===== src/design/measurement_dataset_statistics_defines.svh =====
// assertion macros shared by the measurement statistics block
// no dependencies; the using module must have clk and rst_n in scope
`ifndef MEASUREMENT_DATASET_STATISTICS_DEFINES_SVH
`define MEASUREMENT_DATASET_STATISTICS_DEFINES_SVH

// condition that must hold at every clock edge out of reset
`define MDS_ASSERT_HOLD(label, cond, msg) \
  label: assert property (@(posedge clk) disable iff (!rst_n) (cond)) \
    else $error(msg);

// same-cycle implication
`define MDS_ASSERT_IMP(label, ante, cons, msg) \
  label: assert property (@(posedge clk) disable iff (!rst_n) (ante) |-> (cons)) \
    else $error(msg);

// next-cycle implication
`define MDS_ASSERT_NXT(label, ante, cons, msg) \
  label: assert property (@(posedge clk) disable iff (!rst_n) (ante) |=> (cons)) \
    else $error(msg);

`endif


===== src/design/mds_pkg.sv =====
// shared types and constants of the measurement statistics block
// no dependencies
package mds_pkg;

  localparam int MAX_READINGS = 1024;
  localparam int IDX_W        = $clog2(MAX_READINGS);
  localparam int CNT_W        = IDX_W + 1;
  localparam int WORD_W       = 32;
  localparam int WIDE_W       = 128;
  localparam int ROOT_W       = WIDE_W / 2;
  localparam int MB_W         = 2 * WORD_W;

  typedef enum logic [1:0] {
    OP_ADD     = 2'd0,
    OP_REJECT  = 2'd1,
    OP_RESTORE = 2'd2,
    OP_REPORT  = 2'd3
  } op_t;

  localparam logic [1:0] ST_OK    = 2'd0;
  localparam logic [1:0] ST_RANGE = 2'd1;
  localparam logic [1:0] ST_FULL  = 2'd2;

  // store write and read request
  typedef struct packed {
    logic              data_we;
    logic              flag_we;
    logic [IDX_W-1:0]  waddr;
    logic [WORD_W-1:0] value;
    logic [WORD_W-1:0] unc;
    logic              known;
    logic              flag;
    logic [IDX_W-1:0]  raddr;
  } mem_req_t;

  // registered read word
  typedef struct packed {
    logic [WORD_W-1:0] value;
    logic [WORD_W-1:0] unc;
    logic              known;
    logic              valid;
  } mem_rd_t;

endpackage


===== src/design/mds_mul.sv =====
// shift-add multiplier, one multiplier bit per cycle, stops when bits run out
// depends on mds_pkg
module mds_mul (
  input  logic                       clk,
  input  logic                       rst_n,
  input  logic                       start,
  input  logic [mds_pkg::WIDE_W-1:0] a,
  input  logic [mds_pkg::MB_W-1:0]   b,
  output logic                       done,
  output logic [mds_pkg::WIDE_W-1:0] prod
);

  localparam int W  = mds_pkg::WIDE_W;
  localparam int BW = mds_pkg::MB_W;

  logic          busy_r;
  logic          done_r;
  logic [W-1:0]  a_r;
  logic [BW-1:0] b_r;
  logic [W-1:0]  acc_r;

  always_ff @(posedge clk) begin
    if (!rst_n) begin
      busy_r <= 1'b0;
      done_r <= 1'b0;
    end else begin
      done_r <= 1'b0;
      if (start) begin
        a_r    <= a;
        b_r    <= b;
        acc_r  <= '0;
        busy_r <= 1'b1;
      end else if (busy_r) begin
        if (b_r == '0) begin
          busy_r <= 1'b0;
          done_r <= 1'b1;
        end else begin
          if (b_r[0]) begin
            acc_r <= acc_r + a_r;
          end
          a_r <= {a_r[W-2:0], 1'b0};
          b_r <= {1'b0, b_r[BW-1:1]};
        end
      end
    end
  end

  assign done = done_r;
  assign prod = acc_r;

endmodule


===== config.mk =====
export PLATFORM = sky130hd
export DESIGN_NAME = mds_mul
export DESIGN_NICKNAME = d
export VERILOG_FILES = /design/src/design/measurement_dataset_statistics_defines.svh /design/src/design/mds_pkg.sv /design/src/design/mds_mul.sv
export SDC_FILE = /design/constraint.sdc
export NUM_CORES = 1
export LEC_CHECK = 0
export ABC_AREA = 1
export BUFFER_PORTS_ARGS = -buffer_cell sky130_fd_sc_hd__buf_2
export CAP_MARGIN = 25
export CORE_ASPECT_RATIO = 1.5
export CORE_MARGIN = 2
export CORE_UTILIZATION = 62
export CTS_BUF_LIST = sky130_fd_sc_hd__clkbuf_4 sky130_fd_sc_hd__clkbuf_8 sky130_fd_sc_hd__clkbuf_16
export DETAILED_ROUTE_END_ITERATION = 6
export GPL_ROUTABILITY_DRIVEN = 1
export PLACE_DENSITY = 0.84
export SETUP_SLACK_MARGIN = 0.3
export SYNTH_ARGS = -nofsm -noshare
export SYNTH_HDL_FRONTEND = slang
export SYNTH_SLANG_ARGS = --single-unit

===== constraint.sdc =====
create_clock -name clk -period 34.2 [get_ports clk]
set_clock_uncertainty 0.2 [all_clocks]
set_input_delay 3.42 -clock clk [delete_from_list [all_inputs] [get_ports clk]]
set_output_delay 3.42 -clock clk [all_outputs]
set_load 0.02 [all_outputs]

### Yosys cells after proc, flatten, opt, wreduce, memory -nomap -nowiden

Index checks and enable logic that the tools add are counted.

* $add $sub $neg: 1
* equality and inequality tests: 1
* mux-type cells: 13
* bitwise operators: 2
* reduce and logical (&&, ||, !) cells: 6

Operators with widths (count)
* $mux 128: 6
* $mux 64: 3
* $add 128x128->128: 1
* $logic_not 64->1: 1
* $mux 1: 4
* $reduce_and 4->1: 1
* $reduce_bool 2->1: 2
* $reduce_and 3->1: 1
* $reduce_or 3->1: 1
* $ne 2x2->1 const B: 1
* $not 1->1: 2

* bits in registers: 322
* input bits: 195
* output and inout port bits: 129
* logic and storage cells: 28

### Longest topological paths before layout

* depth after elaboration: 4
* gate-level depth with buffers: 17
* depth with buffers taken out: 17

### Least setup slack after synthesis

No wires, ideal clock.

* kind: input port to flip-flop
* from: input start
* to: register a_r[0], enable pin
* setup time: 1.040 ns
* data arrival time: 17.770 ns
* data required time: 32.960 ns
* slack: 15.190 ns
* cell stages on the path: 4
* buffers on the path: 2
* cell sequence: buf_2 > clkinv_1 > clkbuf_1 > a21boi_0

* longest elaborated chain between the ends: 2
* elaborated cells on any way between the ends: 3
* those cells by class: 1 x eq/ne; 2 x reduce/logical

Ends and longest elaborated chain
* from (decl): RTL line mds_mul.sv:6 `input logic start,`
* $ne 2x2->1 (no line) or $reduce_bool 2->1 (tied branches)
* $reduce_and 3->1 (no line) *
* to (signal assigned): RTL line mds_mul.sv:41 `a_r <= {a_r[W-2:0], 1'b0};`
* to (decl): RTL line mds_mul.sv:18 `logic [W-1:0] a_r;`

Every way passes the cells marked *; elsewhere a longest branch is shown, timed or not.
A chain may end at the register's enable or synchronous reset.

### Worst setup path in the final report

* from: input start
* to: register acc_r[75] (netlist: prod[75]), enable pin

* longest elaborated chain between the ends: 2
* elaborated cells on any way between the ends: 4
* those cells by class: 1 x eq/ne; 3 x reduce/logical

Ends and longest elaborated chain
* $ne 2x2->1 (no line) or $reduce_bool 2->1 (tied branches)
* $reduce_and 4->1 (no line) *
* to (signal assigned): RTL line mds_mul.sv:39 `acc_r <= acc_r + a_r;`
* to (decl): RTL line mds_mul.sv:20 `logic [W-1:0] acc_r;`

Marks and branches as above.

==> results.ini <==
[run_status]
status=completed

[drt]
drt-pass1-iter-count=6
routed_via_density=5.281
remaining_drc_errors=0
ant_nets=0
vias=27220
route.detailed.wl_per_inst_um=18.92
routed_wl_um=97530
drtIter0Drc=2460

[clocking]
cts_tree=yes
post-cts-setup-buffer-count=0
cts_buffers=34
ctsResizeCount=0
ctsRootBufferMaster=clkbuf_16
clkTransAtPathRegs_ps=60
clkLatencyLatePin_ps=560
hold_buffers=0
cts.htree.levels=2
clock-sinks=322
cts_buffer_depth=3

[setup_path]
cp_common_cell=buf_4
crit_cells=7
critical_path_arrival_ps=6820
crit_required_ps=34170
setup.worst_path.end_class=flop
r2r-start=a_r[19]
worstPathCellList=buf_6, inv_6, buf_4, a21oi_4, buf_4, buf_16, buf_4
path_buf_inv=6
crit_start=start
rr_endpoint=prod[116]
r2r_slack_ps=30470
endpoint=prod[75]
cp_top_family=buffers and inverters
crit_slowest_cell=buf_4
worstPathMaxFanout=115
start_kind=input pin
worst-r2r-cell-count=12
critPathKind=in2reg
critPathMaxStageDelay_ps=680

[placed_design]
place_congestion=1.079
place_ws_ps=26700
io_buffers=323
placedCellCount=5092
place_area_mm2=0.02894
dp_hpwl_um=78660

[global_routing]
grt_pass1_wl_um=144500
grt_max_degree=116
grt_pass1_vias=26150
antenna_found_initial=0
grt-ovfl-total=0
grtUsageTotal=0.4270

[power_and_ir_drop]
switching_share=0.3741
ir_drop_uv=43.95
clock_power_share=0.301
power_frac_comb=0.317
switchingPower_mw=0.4824
finalPower_mw=1.289
seqPwrFrac=0.383
p_per_area_mw_per_mm2=42.82
p_int_mw=0.8070
leakagePower_nw=16.81

[job]
drv_cap=0

[logic_synthesis]
postSynthCellCount=4246
avgSynthCellArea_um2=6.296
seq_area_frac_synth=0.3610
ys_warn_count=0
ys.flop_type=edfxtp_1
ys_top_cells_by_area=edfxtp_1 (36%), nand2_1 (26%), inv_1 (13%), ha_1 (5.9%), nor2_1 (4.7%)
synth_top_area_frac=0.3595
synthArstFlopShare=0
synth_area_mm2=0.02673
synth_area_leader_cell=edfxtp_1
synthesis.nets=4569
synthDistinctLibCells=32
synth_enable_flop_cells=320
synth_seq_cells=322

[sta]
rsz0062_at_grt=no
fin_setup_tns_ps=0
timing.final.crit_period_ps=6850
slew_violations=0
relSlewSlack=0.3071
timing.hold.ws_ps=297.8
layout_setup_ws_ps=27350
setup_viol=0
post-route-period-util=0.2003
worstMarginPinSlew_ps=1039
hold_viol_final=0
fmax_mhz=146.0

[die]
ios=324
dieArea_mm2=0.04483
die_h_um=258.3
core_mm2=0.04270
start_util=0.6260
fp-row-count=93
chipWidth_um=173.5

[layout]
layout-drive-gt1-share=0.1143
fin_util=0.7052
n_antenna_cell=0
design_area_mm2=0.03011
area_growth_pct=12.65
nets=4883
fin_cells=5154

[min_path]
holdCritPathClass=reg2reg

flip-flops by register name, summed over array words and instances, names as in the netlist:
name and count:
a_r 128, b_r 64, prod 128, done 1, busy_r 1
worst min-delay path: stages, from the launching register on:
cell	delay (ps)
dfxtp_1	320
nand3_1	80
nor2_1	40
metal layers:
layer,vias to the layer above,wire length [µm],global-route usage
met5,-,0,0
met2,1267,46280,0.7363
met1,12030,33560,0.4522
met4,0,10840,0.3960
li1,13520,-,-
met3,398,6844,0.05766
cell usage after synthesis (all sizes together) (2+ instances only):
cell type	n
a21boi	2
a21o	2
a21oi	188
and2	11
and3	6
buf	14
clkbuf	42
dfxtp	2
edfxtp	320
ha	127
inv	924
nand2	1887
nand3	114
nand4	33
nor2	393
nor3	28
nor4	5
o21a	6
o21ai	131
o21bai	7
xnor2	2
how the worst min path moves through the flow:
| stage | startpoint | endpoint | slack, ps | depth (start not counted) |
|---|---|---|---|---|
| 2_1_floorplan | busy_r | done | 250 | 2 |
| 3_3_place_gp | busy_r | done | 270 | 2 |
| 3_5_place_dp | busy_r | done | 280 | 2 |
| 4_1_cts | busy_r | done | 310 | 2 |
| 5_1_grt | busy_r | done | 340 | 2 |
| 6_report | busy_r | done | 300 | 2 |
layout by cell type (no fill, tap or decap), types with 48 or more instances in the layout:
master,Yosys,routed
ha_1,127,127
nand3_1,92,92
inv_1,910,910
edfxtp_1,320,320
nor2_2,48,48
nand2_1,1859,1859
nor2_1,334,334
buf_2,7,322
a21oi_1,188,187
o21ai_0,131,131
power groups by stage:
stage / clock network (mW) / logic, mW / registers, mW
2_1_floorplan: 0 / 0.245 / 0.518
3_3_place_gp: 0 / 0.386 / 0.500
3_5_place_dp: 0 / 0.393 / 0.501
4_1_cts: 0.386 / 0.396 / 0.493
5_1_grt: 0.399 / 0.446 / 0.495
6_report: 0.388 / 0.408 / 0.494
layout make-up:
cell class	count	area (µm²)
Inverter	925	3477
Clock inverter	14	147.6
Sequential cell	322	9649
Timing Repair Buffer	334	1745
Tap cell	570	713.2
Clock buffer	46	970.9
Multi-Input combinational cell	2943	13410
Fill cell	3725	12590
kinds of logic (layout without fill, tap and decap cells):
logic type,Yosys count,count (layout),synth area share
simple gates,2477,2477,0.3755
buf+inv,981,1319,0.1382
compound gates,336,336,0.06450
flops,322,322,0.3610
fa+ha+maj,128,128,0.06019
xor+xnor,2,2,0.0006554
Note: power is estimated with default switching activity, not from simulation.
