**src/design/measurement_dataset_statistics_defines.svh**
```systemverilog
// assertion macros shared by the measurement statistics block
// no dependencies; the using module must have clk and rst_n in scope
`ifndef MEASUREMENT_DATASET_STATISTICS_DEFINES_SVH
`define MEASUREMENT_DATASET_STATISTICS_DEFINES_SVH

// condition that must hold at every clock edge out of reset
`define MDS_ASSERT_HOLD(label, cond, msg) \
  label: assert property (@(posedge clk) disable iff (!rst_n) (cond)) \
    else $error(msg);

// same-cycle implication
`define MDS_ASSERT_IMP(label, ante, cons, msg) \
  label: assert property (@(posedge clk) disable iff (!rst_n) (ante) |-> (cons)) \
    else $error(msg);

// next-cycle implication
`define MDS_ASSERT_NXT(label, ante, cons, msg) \
  label: assert property (@(posedge clk) disable iff (!rst_n) (ante) |=> (cons)) \
    else $error(msg);

`endif

```
**src/design/mds_pkg.sv**
```systemverilog
// shared types and constants of the measurement statistics block
// no dependencies
package mds_pkg;

  localparam int MAX_READINGS = 1024;
  localparam int IDX_W        = $clog2(MAX_READINGS);
  localparam int CNT_W        = IDX_W + 1;
  localparam int WORD_W       = 32;
  localparam int WIDE_W       = 128;
  localparam int ROOT_W       = WIDE_W / 2;
  localparam int MB_W         = 2 * WORD_W;

  typedef enum logic [1:0] {
    OP_ADD     = 2'd0,
    OP_REJECT  = 2'd1,
    OP_RESTORE = 2'd2,
    OP_REPORT  = 2'd3
  } op_t;

  localparam logic [1:0] ST_OK    = 2'd0;
  localparam logic [1:0] ST_RANGE = 2'd1;
  localparam logic [1:0] ST_FULL  = 2'd2;

  // store write and read request
  typedef struct packed {
    logic              data_we;
    logic              flag_we;
    logic [IDX_W-1:0]  waddr;
    logic [WORD_W-1:0] value;
    logic [WORD_W-1:0] unc;
    logic              known;
    logic              flag;
    logic [IDX_W-1:0]  raddr;
  } mem_req_t;

  // registered read word
  typedef struct packed {
    logic [WORD_W-1:0] value;
    logic [WORD_W-1:0] unc;
    logic              known;
    logic              valid;
  } mem_rd_t;

endpackage

```
**src/design/mds_div.sv**
```systemverilog
// restoring divider, one quotient bit per cycle
// depends on mds_pkg
module mds_div (
  input  logic                       clk,
  input  logic                       rst_n,
  input  logic                       start,
  input  logic [mds_pkg::WIDE_W-1:0] num,
  input  logic [mds_pkg::WIDE_W-1:0] den,
  output logic                       done,
  output logic [mds_pkg::WIDE_W-1:0] quo
);

  localparam int W  = mds_pkg::WIDE_W;
  localparam int CW = $clog2(W);

  logic          busy_r;
  logic          done_r;
  logic [CW-1:0] cnt_r;
  logic [W-1:0]  num_r;
  logic [W-1:0]  den_r;
  logic [W-1:0]  rem_r;
  logic [W-1:0]  quo_r;
  logic [W:0]    rem_sh;
  logic          ge;

  assign rem_sh = {rem_r, num_r[W-1]};
  assign ge     = rem_sh >= {1'b0, den_r};

  always_ff @(posedge clk) begin
    if (!rst_n) begin
      busy_r <= 1'b0;
      done_r <= 1'b0;
    end else begin
      done_r <= 1'b0;
      if (start) begin
        num_r  <= num;
        den_r  <= den;
        rem_r  <= '0;
        quo_r  <= '0;
        cnt_r  <= '0;
        busy_r <= 1'b1;
      end else if (busy_r) begin
        rem_r <= ge ? W'(rem_sh - {1'b0, den_r}) : rem_sh[W-1:0];
        quo_r <= {quo_r[W-2:0], ge};
        num_r <= {num_r[W-2:0], 1'b0};
        cnt_r <= cnt_r + 1'b1;
        if (cnt_r == CW'(W - 1)) begin
          busy_r <= 1'b0;
          done_r <= 1'b1;
        end
      end
    end
  end

  assign done = done_r;
  assign quo  = quo_r;

endmodule

```
**config.mk**
```make
export PLATFORM = sky130hd
export DESIGN_NAME = mds_div
export DESIGN_NICKNAME = d
export VERILOG_FILES = /design/src/design/measurement_dataset_statistics_defines.svh /design/src/design/mds_pkg.sv /design/src/design/mds_div.sv
export SDC_FILE = /design/constraint.sdc
export NUM_CORES = 1
export LEC_CHECK = 0
export BUFFER_PORTS_ARGS = -buffer_cell sky130_fd_sc_hd__buf_2
export CAP_MARGIN = 10
export CORE_ASPECT_RATIO = 0.8
export CORE_MARGIN = 5
export CORE_UTILIZATION = 55
export DETAILED_ROUTE_END_ITERATION = 10
export PLACE_DENSITY = 0.77
export SETUP_SLACK_MARGIN = 0.02
export SLEW_MARGIN = 20
export SYNTH_ARGS = -nofsm -noshare
export SYNTH_HDL_FRONTEND = slang
export SYNTH_SLANG_ARGS = --single-unit
```
**constraint.sdc**
```tcl
create_clock -name clk -period 16.08 [get_ports clk]
set_input_delay 1.608 -clock clk [delete_from_list [all_inputs] [get_ports clk]]
set_output_delay 1.608 -clock clk [all_outputs]
set_load 0.02 [all_outputs]
```
# Yosys cells after proc, flatten, opt, wreduce, memory -nomap -nowiden

Index checks and enable logic that the tools add are counted.

Flip-flop bits (word level): 521
Input bits: 259
Logic and storage cells: 27

Add/sub/neg operators: 2
$lt $le $gt $ge: 1
Eq/ne operators: 1
Muxes and demuxes: 10
Bitwise gates (word level): 2
Reduce and logical (&&, ||, !) cells: 4

Operators by type and width:

| operator                                       | number |
|---|---|
| two-way mux 128 bit                            | 5 |
| greater-or-equal comparator 129 x 128 -> 1 bit | 1 |
| subtractor 128 bit                             | 1 |
| adder 7 x 1 -> 7 bit, second input constant    | 1 |
| equality test 7 bit, second input constant     | 1 |
| two-way mux 7 bit                              | 1 |
| two-way mux 1 bit                              | 4 |
| AND reduction 2 bit                            | 2 |
| OR reduction 3 bit                             | 1 |
| NOT 1 bit                                      | 2 |
| nonzero test 2 bit                             | 1 |

# Logic depth before layout (Yosys ltp)

Depth after elaboration: 4
Depth in mapped cells: 17
Depth with buffers taken out: 15

# Worst setup path after synthesis

No wires, ideal clock.

Kind: input to register
Start: in start
End: reg cnt_r[0] (enable)
Data arrival time: 10871 ps
Data required time: 15288 ps
Path slack: 4418 ps
Cell stages on the path: 3
Path buffers: 2
Cell sequence: clkbuf_1 > clkbuf_1 > o21a_1

Word-level cells in the longest chain between the ends: 2

Ends and longest elaborated chain:

| what                                 | line          | RTL |
|---|---|---|
| from (decl)                          | mds_div.sv:6  | `input logic start,` |
| nonzero test 2 bit (no source line)  | -             |  |
| AND reduction 2 bit (no source line) | -             |  |
| to (signal assigned)                 | mds_div.sv:46 | `cnt_r <= cnt_r + 1'b1;` |
| to (decl)                            | mds_div.sv:18 | `logic [CW-1:0] cnt_r;` |

Every way passes these cells.
A chain may end at the register's enable or synchronous reset.

# Worst setup path in the final report

Start: reg rem_r[14]
End: reg rem_r[125], data pin

Word-level cells in the longest chain between the ends: 3
Elaborated cells on any way between the ends: 4

Ends and longest elaborated chain:

| what                                                                                        | line                         | RTL |
|---|---|---|
| from (decl)                                                                                 | mds_div.sv:21                | `logic [W-1:0] rem_r;` |
| from (signal assigned)                                                                      | mds_div.sv:43                | `rem_r <= ge ? W'(rem_sh - {1'b0, den_r}) : rem_sh[W-1:0];` |
| subtractor 128 bit / greater-or-equal comparator 129 x 128 -> 1 bit (equally long branches) | mds_div.sv:43, mds_div.sv:27 |  |
| two-way mux 128 bit *                                                                       | mds_div.sv:43                |  |
| two-way mux 128 bit *                                                                       | mds_div.sv:42                | `end else if (busy_r) begin` |

Every way passes the cells marked *; elsewhere a longest branch is shown, timed or not. The select of a mux whose other input is x is not followed.

==> results by group <==
Yosys
  – #FFs+latches synth: 521
  – Seq/Total Area, Yosys: 54.2%
  – Syn Inst Count: 2652
  – Share of the synthesized area in the top cell type: 54.1%
  – Top area cells in the synthesized netlist: edfxtp_1, ha_1, a21oi_1
  – Post-Syn Area: 28800 um2
  – EDFF count, synth: 519
  – Synthesized net count: 3041
  – Mapped Avg Cell Area: 10.9 um2
  – Area leader, netlist: edfxtp_1
  – Ys async rst share: 0%
  – Most common flop cell mapped by yosys: edfxtp_1
  – Yosys synthesis warning count: 0
  – Yosys cell types: 85

Global routing
  – First-pass GRT wire length: 118000 um
  – Overflow after GRT: 0
  – GR Util All Layers: 25.4%
  – Initial antenna violation count: 19
  – Number of global-route vias before repair: 21500
  – Largest net degree at the start of global routing: 202

STA
  – Final Hold Vio Count: 0
  – Fin Setup TNS: 0 ps
  – Max frequency: 189 MHz
  – Slew headroom: 24.7%
  – RSZ-0062 raised after global routing: no
  – Slew @ Worst Pin: 1130 ps
  – Clk_skew: 41.2 ps
  – Final setup violation count: 0
  – Crit share post-route: 32.9%
  – Max Slew Vio Count: 0
  – Crit path time final: 5280 ps

Clock network
  – TritonCTS clock tree: yes
  – Clock latency on the worst-skew pair: 620 ps
  – H-Tree Depth: 2
  – Cts bufs inserted: 52
  – Post-CTS Setup Bufs: 0
  – Max Root-Sink Buffers: 3
  – CTS Sinks: 521
  – Clock-pin slew on the worst setup and hold paths: 70 ps
  – Root Buffer: clkbuf_16
  – Resized Gates After CTS: 0
  – Hold-fix buffer count after cts: 0

Setup path
  – CP bufs+invs: 1
  – Critical path type: register to register
  – Worst-path fanout max: 97
  – Worst EP arrival: 5630 ps
  – Worst-path cell chain: ha_1, nand4_1, nor3_1, nand4_1, or4_1, nor3_1, nor4_1, nor2b_1, nor2_4, buf_4, nor2_1, a22o_1
  – Slowest-stage cell, CP: buf_4
  – Nature of the critical path endpoint: register
  – Largest stage delay on the critical path: 980 ps
  – WP data required: 16430 ps
  – Delay-heaviest family, CP: simple AND/OR/NAND/NOR gates
  – Worst Setup Start Kind: register

Power
  – Power per cell area: 119 nW/um2
  – Peak supply drop: 93.2 uV
  – LEAKAGE: 13.3 nW

Placement
  – Hpwl dp: 54500 um
  – GPL Wtd Cong: 0.983
  – Buffers on Ports: 387

Die
  – I/O Pins: 388
  – Starting Density: 55.3%
  – Die Ht: 215 um
  – # rows: 75
  – Die Area: 57100 um2
  – Die width: 266 um
  – Core footprint: 52200 um2

Cells and area
  – Layout cells sized above 1: 21.3%
  – Layout Nets: 3373
  – Final Util: 63.6%
  – Area growth syn-to-layout: 15.0%

Worst hold path
  – HP Class: register to register

Detailed routing
  – Starting DRT DRC Count: 2095
  – Vias: 22000
  – Routed Antenna Nets: 0
  – Post-DR vias/cell: 5.89
  – Drt pass-1 iters: 6
  – Routed length per placed instance: 20.3 um
  – Drt total wl: 75900 um
  – DR DRC count: 0

Job
  – MaxCap Viol Count: 0

Outcome
  – Status: finished clean
[cells in the mapped netlist, drive strengths merged, types with 7 or more instances]
library cell	instances
nor2b	149
a21boi	12
o21a	12
and4	11
nand2b	15
or3	10
buf	56
o211ai	11
xor2	43
ha	129
nor4	11
or2	9
nand3	42
xnor2	69
clkbuf	66
nor3	34
nor2	117
mux2	127
edfxtp	519
nand4	55
inv	171
nand2	338
and3	12
o21bai	29
a21oi	301
a31oi	13
a211oi	18
a21o	63
and2	7
o31ai	14
o21ai	111
[where the power goes]
group / internal, mW / switching [mW]
clock network: 0.756 / 0.543
registers: 1.63 / 0.0454
logic: 0.359 / 0.607
total: 2.75 / 1.20
[metal layers]
metal,vias to the layer above,global-route usage (%),share of wire [%]
li1,10300,-,-
met1,10700,35.8,42
met2,872,40.7,47
met3,140,5.52,8.2
met4,12,6.43,2.4
met5,-,0,0.12
[registers in the layout, indices dropped and copies added (netlist names)]
| signal | cells |
|---|---|
| num_r | 128 |
| cnt_r | 7 |
| den_r | 128 |
| rem_r | 128 |
| done | 1 |
| busy_r | 1 |
| quo | 128 |
[per-stage QoR]
| stage | hold slack (ps) | power (mW) | worst slack, ps | std cells | instance area, um2 |
|---|---|---|---|---|---|
| after CTS | 457 | 3.96 | 10790 | 3719 | 33100 |
| after global placement | 432 | 2.63 | 10970 | 3621 | 31200 |
| after global routing | 463 | 4.14 | 10420 | 3731 | 33200 |
| final | 455 | 3.94 | 10800 | 3735 | 33200 |
| after detailed placement | 444 | 2.65 | 10820 | 3621 | 31200 |
| after floorplan | 415 | 2.42 | 4420 | 2652 | 28800 |
[layout by cell type (no fill, tap or decap), types with 9 or more instances in the layout]
master | netlist | routed
nand2b_1 | 15 | 15
nand2_1 | 338 | 338
nor2b_1 | 149 | 149
diode_2 | 0 | 14
and4_1 | 11 | 11
mux2_2 | 127 | 127
edfxtp_1 | 519 | 519
buf_2 | 51 | 386
xor2_1 | 43 | 43
clkinv_2 | 0 | 10
buf_4 | 4 | 10
a211oi_1 | 15 | 15
a31oi_1 | 13 | 13
a21oi_1 | 298 | 298
o21a_1 | 12 | 11
o21bai_1 | 29 | 29
nand3_1 | 42 | 42
clkbuf_16 | 0 | 52
nor4_1 | 9 | 9
o31ai_1 | 12 | 12
or3_1 | 10 | 10
o211ai_1 | 11 | 11
a21boi_0 | 10 | 10
nand4_1 | 54 | 54
nor3_1 | 34 | 34
o21ai_0 | 102 | 102
nor2_1 | 117 | 116
xnor2_1 | 69 | 69
and3_1 | 12 | 12
ha_1 | 129 | 129
inv_1 | 171 | 171
a21o_1 | 63 | 63
o21ai_1 | 9 | 9
[area by class of cell]
type / count / area, um2
clock buffers: 65 / 1400
fillers: 4222 / 19000
clock inverters: 33 / 452
diodes: 14 / 35.0
well taps: 693 / 867
multi-input cells: 1837 / 12000
repair buffers: 400 / 2100
inverters: 172 / 646
flip-flops and latches: 521 / 15600
[worst paths after layout]
check / from / slack, ps / cells after the start / endpoint
setup reg to reg: rem_r[14]$_SDFFCE_PP0P_ / 10800 / 12 / rem_r[125]$_SDFFCE_PP0P_
hold reg to reg: busy_r$_SDFF_PN0_ / 450 / 2 / done$_SDFF_PP0_
setup / recovery: rem_r[14]$_SDFFCE_PP0P_ / 10800 / 12 / rem_r[125]$_SDFFCE_PP0P_
hold / removal: busy_r$_SDFF_PN0_ / 450 / 2 / done$_SDFF_PP0_
[tightest hold or removal path, delay by kind of cell (launching register included)]
family,cells,cell delay [ps]
and+or+nand+nor,2,90
DFF,1,320
[cells by family after synthesis]
family / Yosys count / share of synthesized area [%]
fa+ha+maj: 130 / 5.67
buf+inv: 294 / 4.11
compound gates: 641 / 13.7
xor+xnor: 112 / 3.40
flops: 521 / 54.2
simple gates: 826 / 13.9
mux: 128 / 5.00
(Power assumes the default switching activity.)
