[src/design/measurement_dataset_statistics_defines.svh]
// assertion macros shared by the measurement statistics block
// no dependencies; the using module must have clk and rst_n in scope
`ifndef MEASUREMENT_DATASET_STATISTICS_DEFINES_SVH
`define MEASUREMENT_DATASET_STATISTICS_DEFINES_SVH

// condition that must hold at every clock edge out of reset
`define MDS_ASSERT_HOLD(label, cond, msg) \
  label: assert property (@(posedge clk) disable iff (!rst_n) (cond)) \
    else $error(msg);

// same-cycle implication
`define MDS_ASSERT_IMP(label, ante, cons, msg) \
  label: assert property (@(posedge clk) disable iff (!rst_n) (ante) |-> (cons)) \
    else $error(msg);

// next-cycle implication
`define MDS_ASSERT_NXT(label, ante, cons, msg) \
  label: assert property (@(posedge clk) disable iff (!rst_n) (ante) |=> (cons)) \
    else $error(msg);

`endif

[src/design/mds_pkg.sv]
// shared types and constants of the measurement statistics block
// no dependencies
package mds_pkg;

  localparam int MAX_READINGS = 1024;
  localparam int IDX_W        = $clog2(MAX_READINGS);
  localparam int CNT_W        = IDX_W + 1;
  localparam int WORD_W       = 32;
  localparam int WIDE_W       = 128;
  localparam int ROOT_W       = WIDE_W / 2;
  localparam int MB_W         = 2 * WORD_W;

  typedef enum logic [1:0] {
    OP_ADD     = 2'd0,
    OP_REJECT  = 2'd1,
    OP_RESTORE = 2'd2,
    OP_REPORT  = 2'd3
  } op_t;

  localparam logic [1:0] ST_OK    = 2'd0;
  localparam logic [1:0] ST_RANGE = 2'd1;
  localparam logic [1:0] ST_FULL  = 2'd2;

  // store write and read request
  typedef struct packed {
    logic              data_we;
    logic              flag_we;
    logic [IDX_W-1:0]  waddr;
    logic [WORD_W-1:0] value;
    logic [WORD_W-1:0] unc;
    logic              known;
    logic              flag;
    logic [IDX_W-1:0]  raddr;
  } mem_req_t;

  // registered read word
  typedef struct packed {
    logic [WORD_W-1:0] value;
    logic [WORD_W-1:0] unc;
    logic              known;
    logic              valid;
  } mem_rd_t;

endpackage

[src/design/mds_sqrt.sv]
// integer square root, two radicand bits per cycle, floor result
// depends on mds_pkg
module mds_sqrt (
  input  logic                       clk,
  input  logic                       rst_n,
  input  logic                       start,
  input  logic [mds_pkg::WIDE_W-1:0] rad,
  output logic                       done,
  output logic [mds_pkg::ROOT_W-1:0] root
);

  localparam int W  = mds_pkg::WIDE_W;
  localparam int RW = mds_pkg::ROOT_W;
  localparam int MW = RW + 3;
  localparam int CW = $clog2(RW);

  logic          busy_r;
  logic          done_r;
  logic [CW-1:0] cnt_r;
  logic [W-1:0]  rad_r;
  logic [RW-1:0] root_r;
  logic [MW-1:0] rem_r;
  logic [MW-1:0] rem_sh;
  logic [MW-1:0] trial;
  logic          ge;

  assign rem_sh = {rem_r[MW-3:0], rad_r[W-1 -: 2]};
  assign trial  = MW'({root_r, 2'b01});
  assign ge     = rem_sh >= trial;

  always_ff @(posedge clk) begin
    if (!rst_n) begin
      busy_r <= 1'b0;
      done_r <= 1'b0;
    end else begin
      done_r <= 1'b0;
      if (start) begin
        rad_r  <= rad;
        root_r <= '0;
        rem_r  <= '0;
        cnt_r  <= '0;
        busy_r <= 1'b1;
      end else if (busy_r) begin
        rem_r  <= ge ? rem_sh - trial : rem_sh;
        root_r <= {root_r[RW-2:0], ge};
        rad_r  <= {rad_r[W-3:0], 2'b00};
        cnt_r  <= cnt_r + 1'b1;
        if (cnt_r == CW'(RW - 1)) begin
          busy_r <= 1'b0;
          done_r <= 1'b1;
        end
      end
    end
  end

  assign done = done_r;
  assign root = root_r;

endmodule
[config.mk]
export PLATFORM = sky130hd
export DESIGN_NAME = mds_sqrt
export DESIGN_NICKNAME = d
export VERILOG_FILES = /design/src/design/measurement_dataset_statistics_defines.svh /design/src/design/mds_pkg.sv /design/src/design/mds_sqrt.sv
export SDC_FILE = /design/constraint.sdc
export NUM_CORES = 1
export LEC_CHECK = 0
export BUFFER_PORTS_ARGS = -buffer_cell sky130_fd_sc_hd__buf_2
export CAP_MARGIN = 5
export CORE_UTILIZATION = 34
export CTS_BUF_LIST = sky130_fd_sc_hd__clkbuf_8
export CTS_CLUSTER_DIAMETER = 30
export CTS_CLUSTER_SIZE = 28
export DETAILED_ROUTE_END_ITERATION = 10
export PLACE_DENSITY = 0.48
export SLEW_MARGIN = 5
export SYNTH_ARGS = -nofsm -noshare
export SYNTH_HDL_FRONTEND = slang
export SYNTH_SLANG_ARGS = --single-unit
[constraint.sdc]
create_clock -name clk -period 9 [get_ports clk]
set_input_delay 0.45 -clock clk [delete_from_list [all_inputs] [get_ports clk]]
set_output_delay 0.45 -clock clk [all_outputs]
set_load 0.02 [all_outputs]
== Yosys cells after proc, flatten, opt, wreduce, memory -nomap -nowiden ==
Index checks and enable logic that the tools add are counted.

* Add/subtract/negate cells: 2
* Order comparisons: 1
* Equal/unequal tests: 1
* Muxes and demuxes: 10
* Bitwise operators: 2
* Reduce and logical (&&, ||, !) cells: 3

{| class="wikitable"
|+ Operators by type and width
! cell !! count
|-
| $mux 128 || 2
|-
| $mux 65 || 2
|-
| $ge 67x66->1 || 1
|-
| $sub 65x65->65 || 1
|-
| $mux 64 || 1
|-
| $add 6x1->6 const B || 1
|-
| $eq 6x6->1 const B || 1
|-
| $mux 6 || 1
|-
| $mux 1 || 4
|-
| $reduce_or 3->1 || 1
|-
| $not 1->1 || 2
|-
| $reduce_and 2->1 || 1
|-
| $reduce_bool 2->1 || 1
|}

* Bits in registers: 265
* Output and inout port bits: 65

== Logic depth before layout (Yosys ltp) ==
Gate-level depths: netlist of run 1.

* Depth in word-level cells: 4
* Depth in mapped cells: 15

== Worst setup path before layout of run 1 ==
OpenSTA, ideal clock, no wires.

* Kind: input to register
* Start: in start
* End: reg cnt_r[0] (enable)
* Setup time: 0.649 ns
* Arrival time: 6.935 ns
* Required time: 8.351 ns
* Path slack: 1.416 ns
* Stages on the path: 3
* Buffers on the path: 2
* Cells stage by stage: clkbuf_1 -> clkbuf_1 -> o21a_1

* Longest elaborated chain between the ends: 2

{| class="wikitable"
|+ RTL lines
! what !! RTL line !! text
|-
| start: declaration || mds_sqrt.sv:6 || <nowiki>input logic start,</nowiki>
|-
| $reduce_bool 2->1 (no line) || - ||
|-
| $reduce_and 2->1 (no line) || - ||
|-
| end signal: assignment || mds_sqrt.sv:47 || <nowiki>cnt_r <= cnt_r + 1'b1;</nowiki>
|-
| end: declaration || mds_sqrt.sv:19 || <nowiki>logic [CW-1:0] cnt_r;</nowiki>
|}

Every way passes these cells.
A chain may end at the register's enable or synchronous reset.

== Worst setup path after layout of run 1 ==
* Start: reg root_r[0], in the netlist root[0]
* End: reg rem_r[34], data pin

* Longest elaborated chain between the ends: 3
* Elaborated cells between the ends (all ways): 4
* Classes of those cells: add/sub: 1; order compare: 1; mux: 2

{| class="wikitable"
|+ RTL lines
! what !! RTL line !! text
|-
| start: declaration || mds_sqrt.sv:21 || <nowiki>logic [RW-1:0] root_r;</nowiki>
|-
| start signal: assignment || mds_sqrt.sv:45 || <nowiki>root_r <= {root_r[RW-2:0], ge};</nowiki>
|-
| $sub 65x65->65 / $ge 67x66->1 (equally long branches) || mds_sqrt.sv:44, mds_sqrt.sv:29 ||
|-
| $mux 65 (*) || mds_sqrt.sv:44 || <nowiki>rem_r <= ge ? rem_sh - trial : rem_sh;</nowiki>
|-
| $mux 65 (*) || mds_sqrt.sv:43 || <nowiki>end else if (busy_r) begin</nowiki>
|-
| end signal: assignment || mds_sqrt.sv:44 ||
|-
| end: declaration || mds_sqrt.sv:22 || <nowiki>logic [MW-1:0] rem_r;</nowiki>
|}

Every way passes the cells marked *; elsewhere a longest branch is shown, timed or not. The select of a mux whose other input is x is not followed.

==> flow_metrics.tcl, run 1 <==
set metrics [dict create \
    status "finished, final reports clean" \
    arrival_ns 5.01 \
    start_kind "flop" \
    clkLatencyLatePin_ns 0.63 \
    slew_violations 0 \
    finalNetCount 1783 \
    track_usage 0.174 \
    pwr-share-clk 0.430 \
    ys_warn_count 0 \
    hp-start "rst_n" \
    finalSetupTns_ns 0 \
    skew_ns 0.0230 \
    slew_headroom 0.113 \
    finalNonFillerCells 2233 \
    antenna_found_initial 0 \
    power_frac_seq 0.367 \
    period_needed_ns 4.64 \
    die_y_um 212 \
    ff2ff_setup_slack_ns 4.36 \
    cts_resized 0 \
    port_buffers 195 \
    gp_congestion 0.892 \
    cts_tree "done" \
    ir_drop_mv 0.116 \
    wl_per_cell_um 17.2 \
    synth_cell_types 70 \
    synth_edf_count 263 \
    overflow 0 \
    cap_violations 0 \
    finalInstanceArea_mm2 0.0182 \
    placed_area_mm2 0.0165 \
    syn_inst 1372 \
    switching_share 0.295 \
    cts_buffers 77 \
    worst_hold_slack_ns 0.0957 \
    grt_max_degree 178 \
    rows 76 \
    wl_mm 38.5 \
    power_mw 4.18 \
    drt-vias-per-instance 4.95 \
    preCtsSetupSlack_ns 4.30 \
    p_comb_frac 0.204 \
    drc 0 \
    die_area_mm2 0.0449 \
    min_path_type "primary input to flop" \
    grt_pass1_vias 11400 \
    firstDrtPassIters 5 \
    rr_worst_depth 13 \
    htreeDepth 3 \
    syn-cell-area_mm2 0.0150 \
    hold_path_depth 2 \
    routed-via-count 11100 \
    grt_pass1_wl_mm 61.4 \
    finalCritPeriodShare 0.516 \
    core-area_mm2 0.0433 \
    rsz0062_at_grt "no" \
    drt_iter0_drc 576 \
    crit_path_end_kind "flop" \
    path_clk_slew_ns 0.06 \
    die_w_um 212 \
    dp.cells 2091 \
    ios 196 \
    ys_seq_elements 265 \
    async_flop_share 0 \
    hold_path_end "done" \
    r2r_end "rem_r[34]" \
    drive_gt1_frac 0.284 \
    powerDensity_mw_per_mm2 230 \
    setup_viol 0 \
    path_class "flop to flop" \
    postCtsHoldBufs 0 \
    power_leakage_nw 7.30 \
    dp_hpwl_mm 26.2 \
    n_antenna_cell 0 \
    filler_cell_count 4302 \
    ant_nets 0 \
    avgSynthCellArea_um2 10.9 \
    synthesis.nets 1570 \
    r2r-start "root[0]" \
    cp_data_required_time_ns 9.37 \
    hold_violations 0 \
    area_delta_synth_final_pct 21.3 \
    max_freq_ghz 0.216 \
    setup_slack_ns 4.36 \
    synth_ff_type "edfxtp_1" \
    yosysSeqAreaShare 0.530 \
    cts-root-buf "clkbuf_8" \
    start_util 0.346 \
    postCtsSetupBuffers 0 \
    p_sw_mw 1.24 \
    path_max_fanout 30 \
    max_slew.worst_pin.slew_ns 1.33 \
    tritoncts_num_sinks 265 \
    clock_tree.buffer_depth 3 \
    fin_util 0.420 \
    p_int_mw 2.95 \
]
per-layer routing:
| metal | wire length (um) | share of wire | global-route usage | vias to the layer above |
|---|---|---|---|---|
| met5 | 0 | 0 | 0 | - |
| met4 | 1030 | 0.027 | 0.0677 | 0 |
| li1 | - | - | - | 5458 |
| met3 | 2690 | 0.070 | 0.0605 | 75 |
| met2 | 16900 | 0.44 | 0.259 | 283 |
| met1 | 17800 | 0.46 | 0.231 | 5246 |
worst max-delay path: stages, from the launching register on:
cell and delay (ns):
edfxtp_1 0.38, inv_1 0.09, ha_1 0.26, o21a_1 0.13
nor4_1 0.30, o31a_1 0.26, o21ai_1 0.16, a221oi_2 0.48
nor3_2 0.13, o211ai_2 0.36, a21o_1 0.87, buf_4 0.50
nor2_1 0.19, a31o_2 0.28
synthesized netlist by cell type, types with 3 or more instances:
cell        n  share of area
a311o_1     3         0.0020
a211oi_1   16         0.0080
or2_2       4         0.0017
nand4_1    23         0.0096
edfxtp_1  263           0.53
xnor2_1    27          0.016
a21o_1     24          0.012
o21ai_0    48          0.016
a21oi_1   132          0.044
buf_2      11         0.0037
mux2_2    126          0.095
buf_4       4         0.0020
xor2_1     25          0.015
or3_1       8         0.0033
nor2_1    124          0.031
o31ai_1     3         0.0015
o21a_1     12         0.0060
inv_1      88          0.022
o21ai_1     9         0.0030
a31oi_1    11         0.0046
ha_1       67          0.056
and2_1      8         0.0033
nor3_1     14         0.0047
and3_1      9         0.0038
nor4_1      8         0.0033
nand3_1    22         0.0073
clkbuf_1   51          0.013
o211ai_1    4         0.0020
o21bai_1   16         0.0080
nor2b_1    10         0.0042
nand2_1   146          0.037
a21boi_0    5         0.0025
cell type report:
type / instances / area (um2) / area share
multi-input cells: 952 / 6460 / 0.355
inverters: 88 / 330 / 0.0182
repair buffers: 201 / 1040 / 0.0574
clock inverters: 61 / 561 / 0.0308
clock buffers: 81 / 1110 / 0.0613
flip-flops and latches: 265 / 7940 / 0.437
well taps: 585 / 732 / 0.0403
worst max-delay path by stage:
stage	start	to	slack [ns]	cells past startpoint
final	root[0]	rem_r[34]	4.36	13
after detailed placement	root[0]	rem_r[34]	4.30	13
after global routing	root[0]	rem_r[34]	3.96	13
after global placement	root[0]	rem_r[34]	4.37	13
after CTS	root[0]	rem_r[34]	4.29	13
after floorplan	start	cnt_r[0]	1.42	3
sequential cells by signal (all words and copies together) (netlist names):
name and flops:
rad_r 128, rem_r 65, root 64, cnt_r 6
busy_r 1, done 1
placed cells by master, fill, tap and decap left out, types with 3 or more instances in the layout:
cell type / n
clkinv_2: 23
and2_1: 8
nand4_1: 23
nand2_1: 146
ha_1: 67
a211oi_1: 16
o21ai_0: 48
a21o_1: 24
o31ai_1: 3
buf_2: 194
or2_2: 4
xor2_1: 25
buf_4: 5
clkinvlp_4: 8
o211ai_1: 4
inv_1: 97
a21boi_0: 5
clkbuf_8: 81
o21bai_1: 16
o21ai_1: 9
mux2_2: 126
bufinv_16: 10
nor3_1: 14
xnor2_1: 27
nor4_1: 8
a21oi_1: 131
edfxtp_1: 263
and3_1: 9
nor2_1: 124
a311o_1: 3
a31oi_1: 11
o21a_1: 11
nand3_1: 22
clkinv_1: 9
or3_1: 8
nor2b_1: 10
cells by family after synthesis:
family | count (synthesis) | share of synthesized area
compound gates | 309 | 0.127
flops | 265 | 0.530
simple gates | 396 | 0.120
xor+xnor | 52 | 0.0304
fa+ha+maj | 67 | 0.0559
mux | 128 | 0.0960
buf+inv | 155 | 0.0407
power groups by stage:
stage | Sequential, mW | Combinational [mW] | Clock [mW]
floorplan | 1.58 | 0.611 | 0
CTS | 1.53 | 0.859 | 1.85
finish | 1.53 | 0.851 | 1.80
detailed placement | 1.56 | 0.853 | 0
global placement | 1.55 | 0.854 | 0
global route | 1.54 | 0.956 | 1.92
(Power assumes the default switching activity.)
==> run 2: changes to the inputs <==
Settings changed: PLACE_DENSITY 0.48 to 0.5.
Clock period 9 ns to 3.9 ns, I/O delays scaled along.
==> run 2 against run 1 <==
Effect of this change: worst hold slack better by 0.25 ns; critical path depth is 1 lower; register-to-register slack worse by 4.1 ns; first-iteration DRC count is 12% higher; combinational power grew to 2.5 times the previous value; critical endpoint is now rem_r[39]; largest cell class unchanged; largest power group unchanged.
==> flow_metrics.tcl, run 2 (synthesis gave the netlist of run 1 again) <==
set metrics [dict create \
    status "finished, final reports clean" \
    grt_max_degree 168 \
    rr_worst_depth 12 \
    skew_ns 0.0324 \
    tritoncts_num_sinks 265 \
    wl_mm 39.5 \
    dp.cells 2106 \
    finalNonFillerCells 2376 \
    slew_headroom 0.333 \
    cp-endpoint "rem_r[39]" \
    r2r_end "rem_r[39]" \
    finalSetupTns_ns 0 \
    hold_path_depth 3 \
    layout_common_cells "263 x edfxtp_1, 194 x buf_2, 146 x nand2_1" \
    finalCritPeriodShare 0.923 \
    cts_tree "done" \
    path_class "flop to flop" \
    area_delta_synth_final_pct 31.5 \
    drive_gt1_frac 0.266 \
    final_common_cell "edfxtp_1" \
    register_area_mm2 0.00794 \
    ant_nets 0 \
    grt_pass1_vias 12000 \
    die_y_um 212 \
    powerDensity_mw_per_mm2 507 \
    grt_pass1_wl_mm 62.7 \
    largest_register_ffs 128 \
    power_leakage_nw 7.93 \
    top_register "rad_r" \
    ir_drop_mv 0.341 \
    hold_violations 0 \
    multiInputGateArea_mm2 0.00646 \
    overflow 0 \
    cts-root-buf "clkbuf_8" \
    ff2ff_setup_slack_ns 0.30 \
    arrival_ns 3.97 \
    r2r-start "rem_r[0]" \
    period_needed_ns 3.60 \
    ios 196 \
    antenna_found_initial 1 \
    crit_path_end_kind "flop" \
    start_kind "flop" \
    cp_data_required_time_ns 4.27 \
    max_freq_ghz 0.278 \
    drt-vias-per-instance 4.88 \
    finalNetCount 1927 \
    wl_per_cell_um 16.6 \
    filler_cell_count 4054 \
    port_buffers 195 \
    path_max_fanout 5 \
    clkLatencyLatePin_ns 0.65 \
    dp_hpwl_mm 26.4 \
    drc 0 \
    rsz0062_at_grt "no" \
    routed-via-count 11600 \
    start_util 0.346 \
    path_clk_slew_ns 0.06 \
    die_area_mm2 0.0449 \
    clock_tree.buffer_depth 3 \
    drt_iter0_drc 647 \
    htreeDepth 3 \
    slew_violations 0 \
    fin_util 0.456 \
    cap_violations 0 \
    max_slew.worst_pin.slew_ns 1.00 \
    core-area_mm2 0.0433 \
    setup_viol 0 \
    gp_congestion 0.874 \
    startpoint "rem_r[0]" \
    postCtsSetupBuffers 0 \
    cts_buffers 76 \
    cts_resized 0 \
    track_usage 0.179 \
    min_path_type "primary input to flop" \
    rows 76 \
    die_w_um 212 \
    firstDrtPassIters 6 \
]
run 2: stage by stage:
stage          setup slack (ns)  power, mW  hold WS (ns)  area, um2
5_1_grt                   0.158       10.5         0.339      19700
6_report                  0.301       10.0         0.349      19700
3_3_place_gp              0.377       5.61         0.457      16700
4_1_cts                   0.316       10.1         0.284      19700
3_5_place_dp              0.328       5.62         0.465      16700
2_1_floorplan             0.685       5.03         0.348      15000
run 2: area by class of cell:
cell class              count  area share
flip-flops and latches    265       0.403
multi-input cells         952       0.328
repair buffers            346       0.128
clock buffers              77      0.0538
well taps                 585      0.0371
clock inverters            62      0.0342
inverters                  88      0.0168
diodes                      1    0.000127
run 2: per-layer routing:
metal  vias to the layer above  share of wire  global-route usage
li1                       5751              -                   -
met1                      5509           0.45               0.230
met2                       273           0.47               0.282
met3                        67          0.060              0.0541
met4                         0          0.022              0.0655
met5                         -              0                   0
run 2: critical path, cell delays in order (launching register included):
cell and delay (ns):
edfxtp_1 0.39, ha_1 0.33, o21a_1 0.16, nor4_1 0.06, o31a_1 0.33, o21ai_1 0.30, a221oi_2 0.13, buf_4 0.18
o31a_1 0.34, a21boi_1 0.51, nor4b_1 0.14, o31ai_1 0.34, a21oi_1 0.11
run 2: how the worst min path moves through the flow:
stage,to,start
after floorplan,done,rst_n
after global placement,done,rst_n
after detailed placement,done,rst_n
after CTS,rad_r[1],rad[1]
after global routing,rad_r[1],rad[1]
final,rad_r[1],rad[1]
run 2: what timing repair did:
action                     CTS  global route
hold buffers               130             0
setup endpoints to repair    0             0
hold endpoints to repair   135             0
run 2: power breakdown:
group / total, mW / internal (mW) / switching (mW) / leakage [nW]
Clock: 4.32 / 2.74 / 1.58 / 0.873
Combinational: 2.14 / 0.888 / 1.25 / 4.50
Sequential: 3.54 / 3.44 / 0.0945 / 2.56
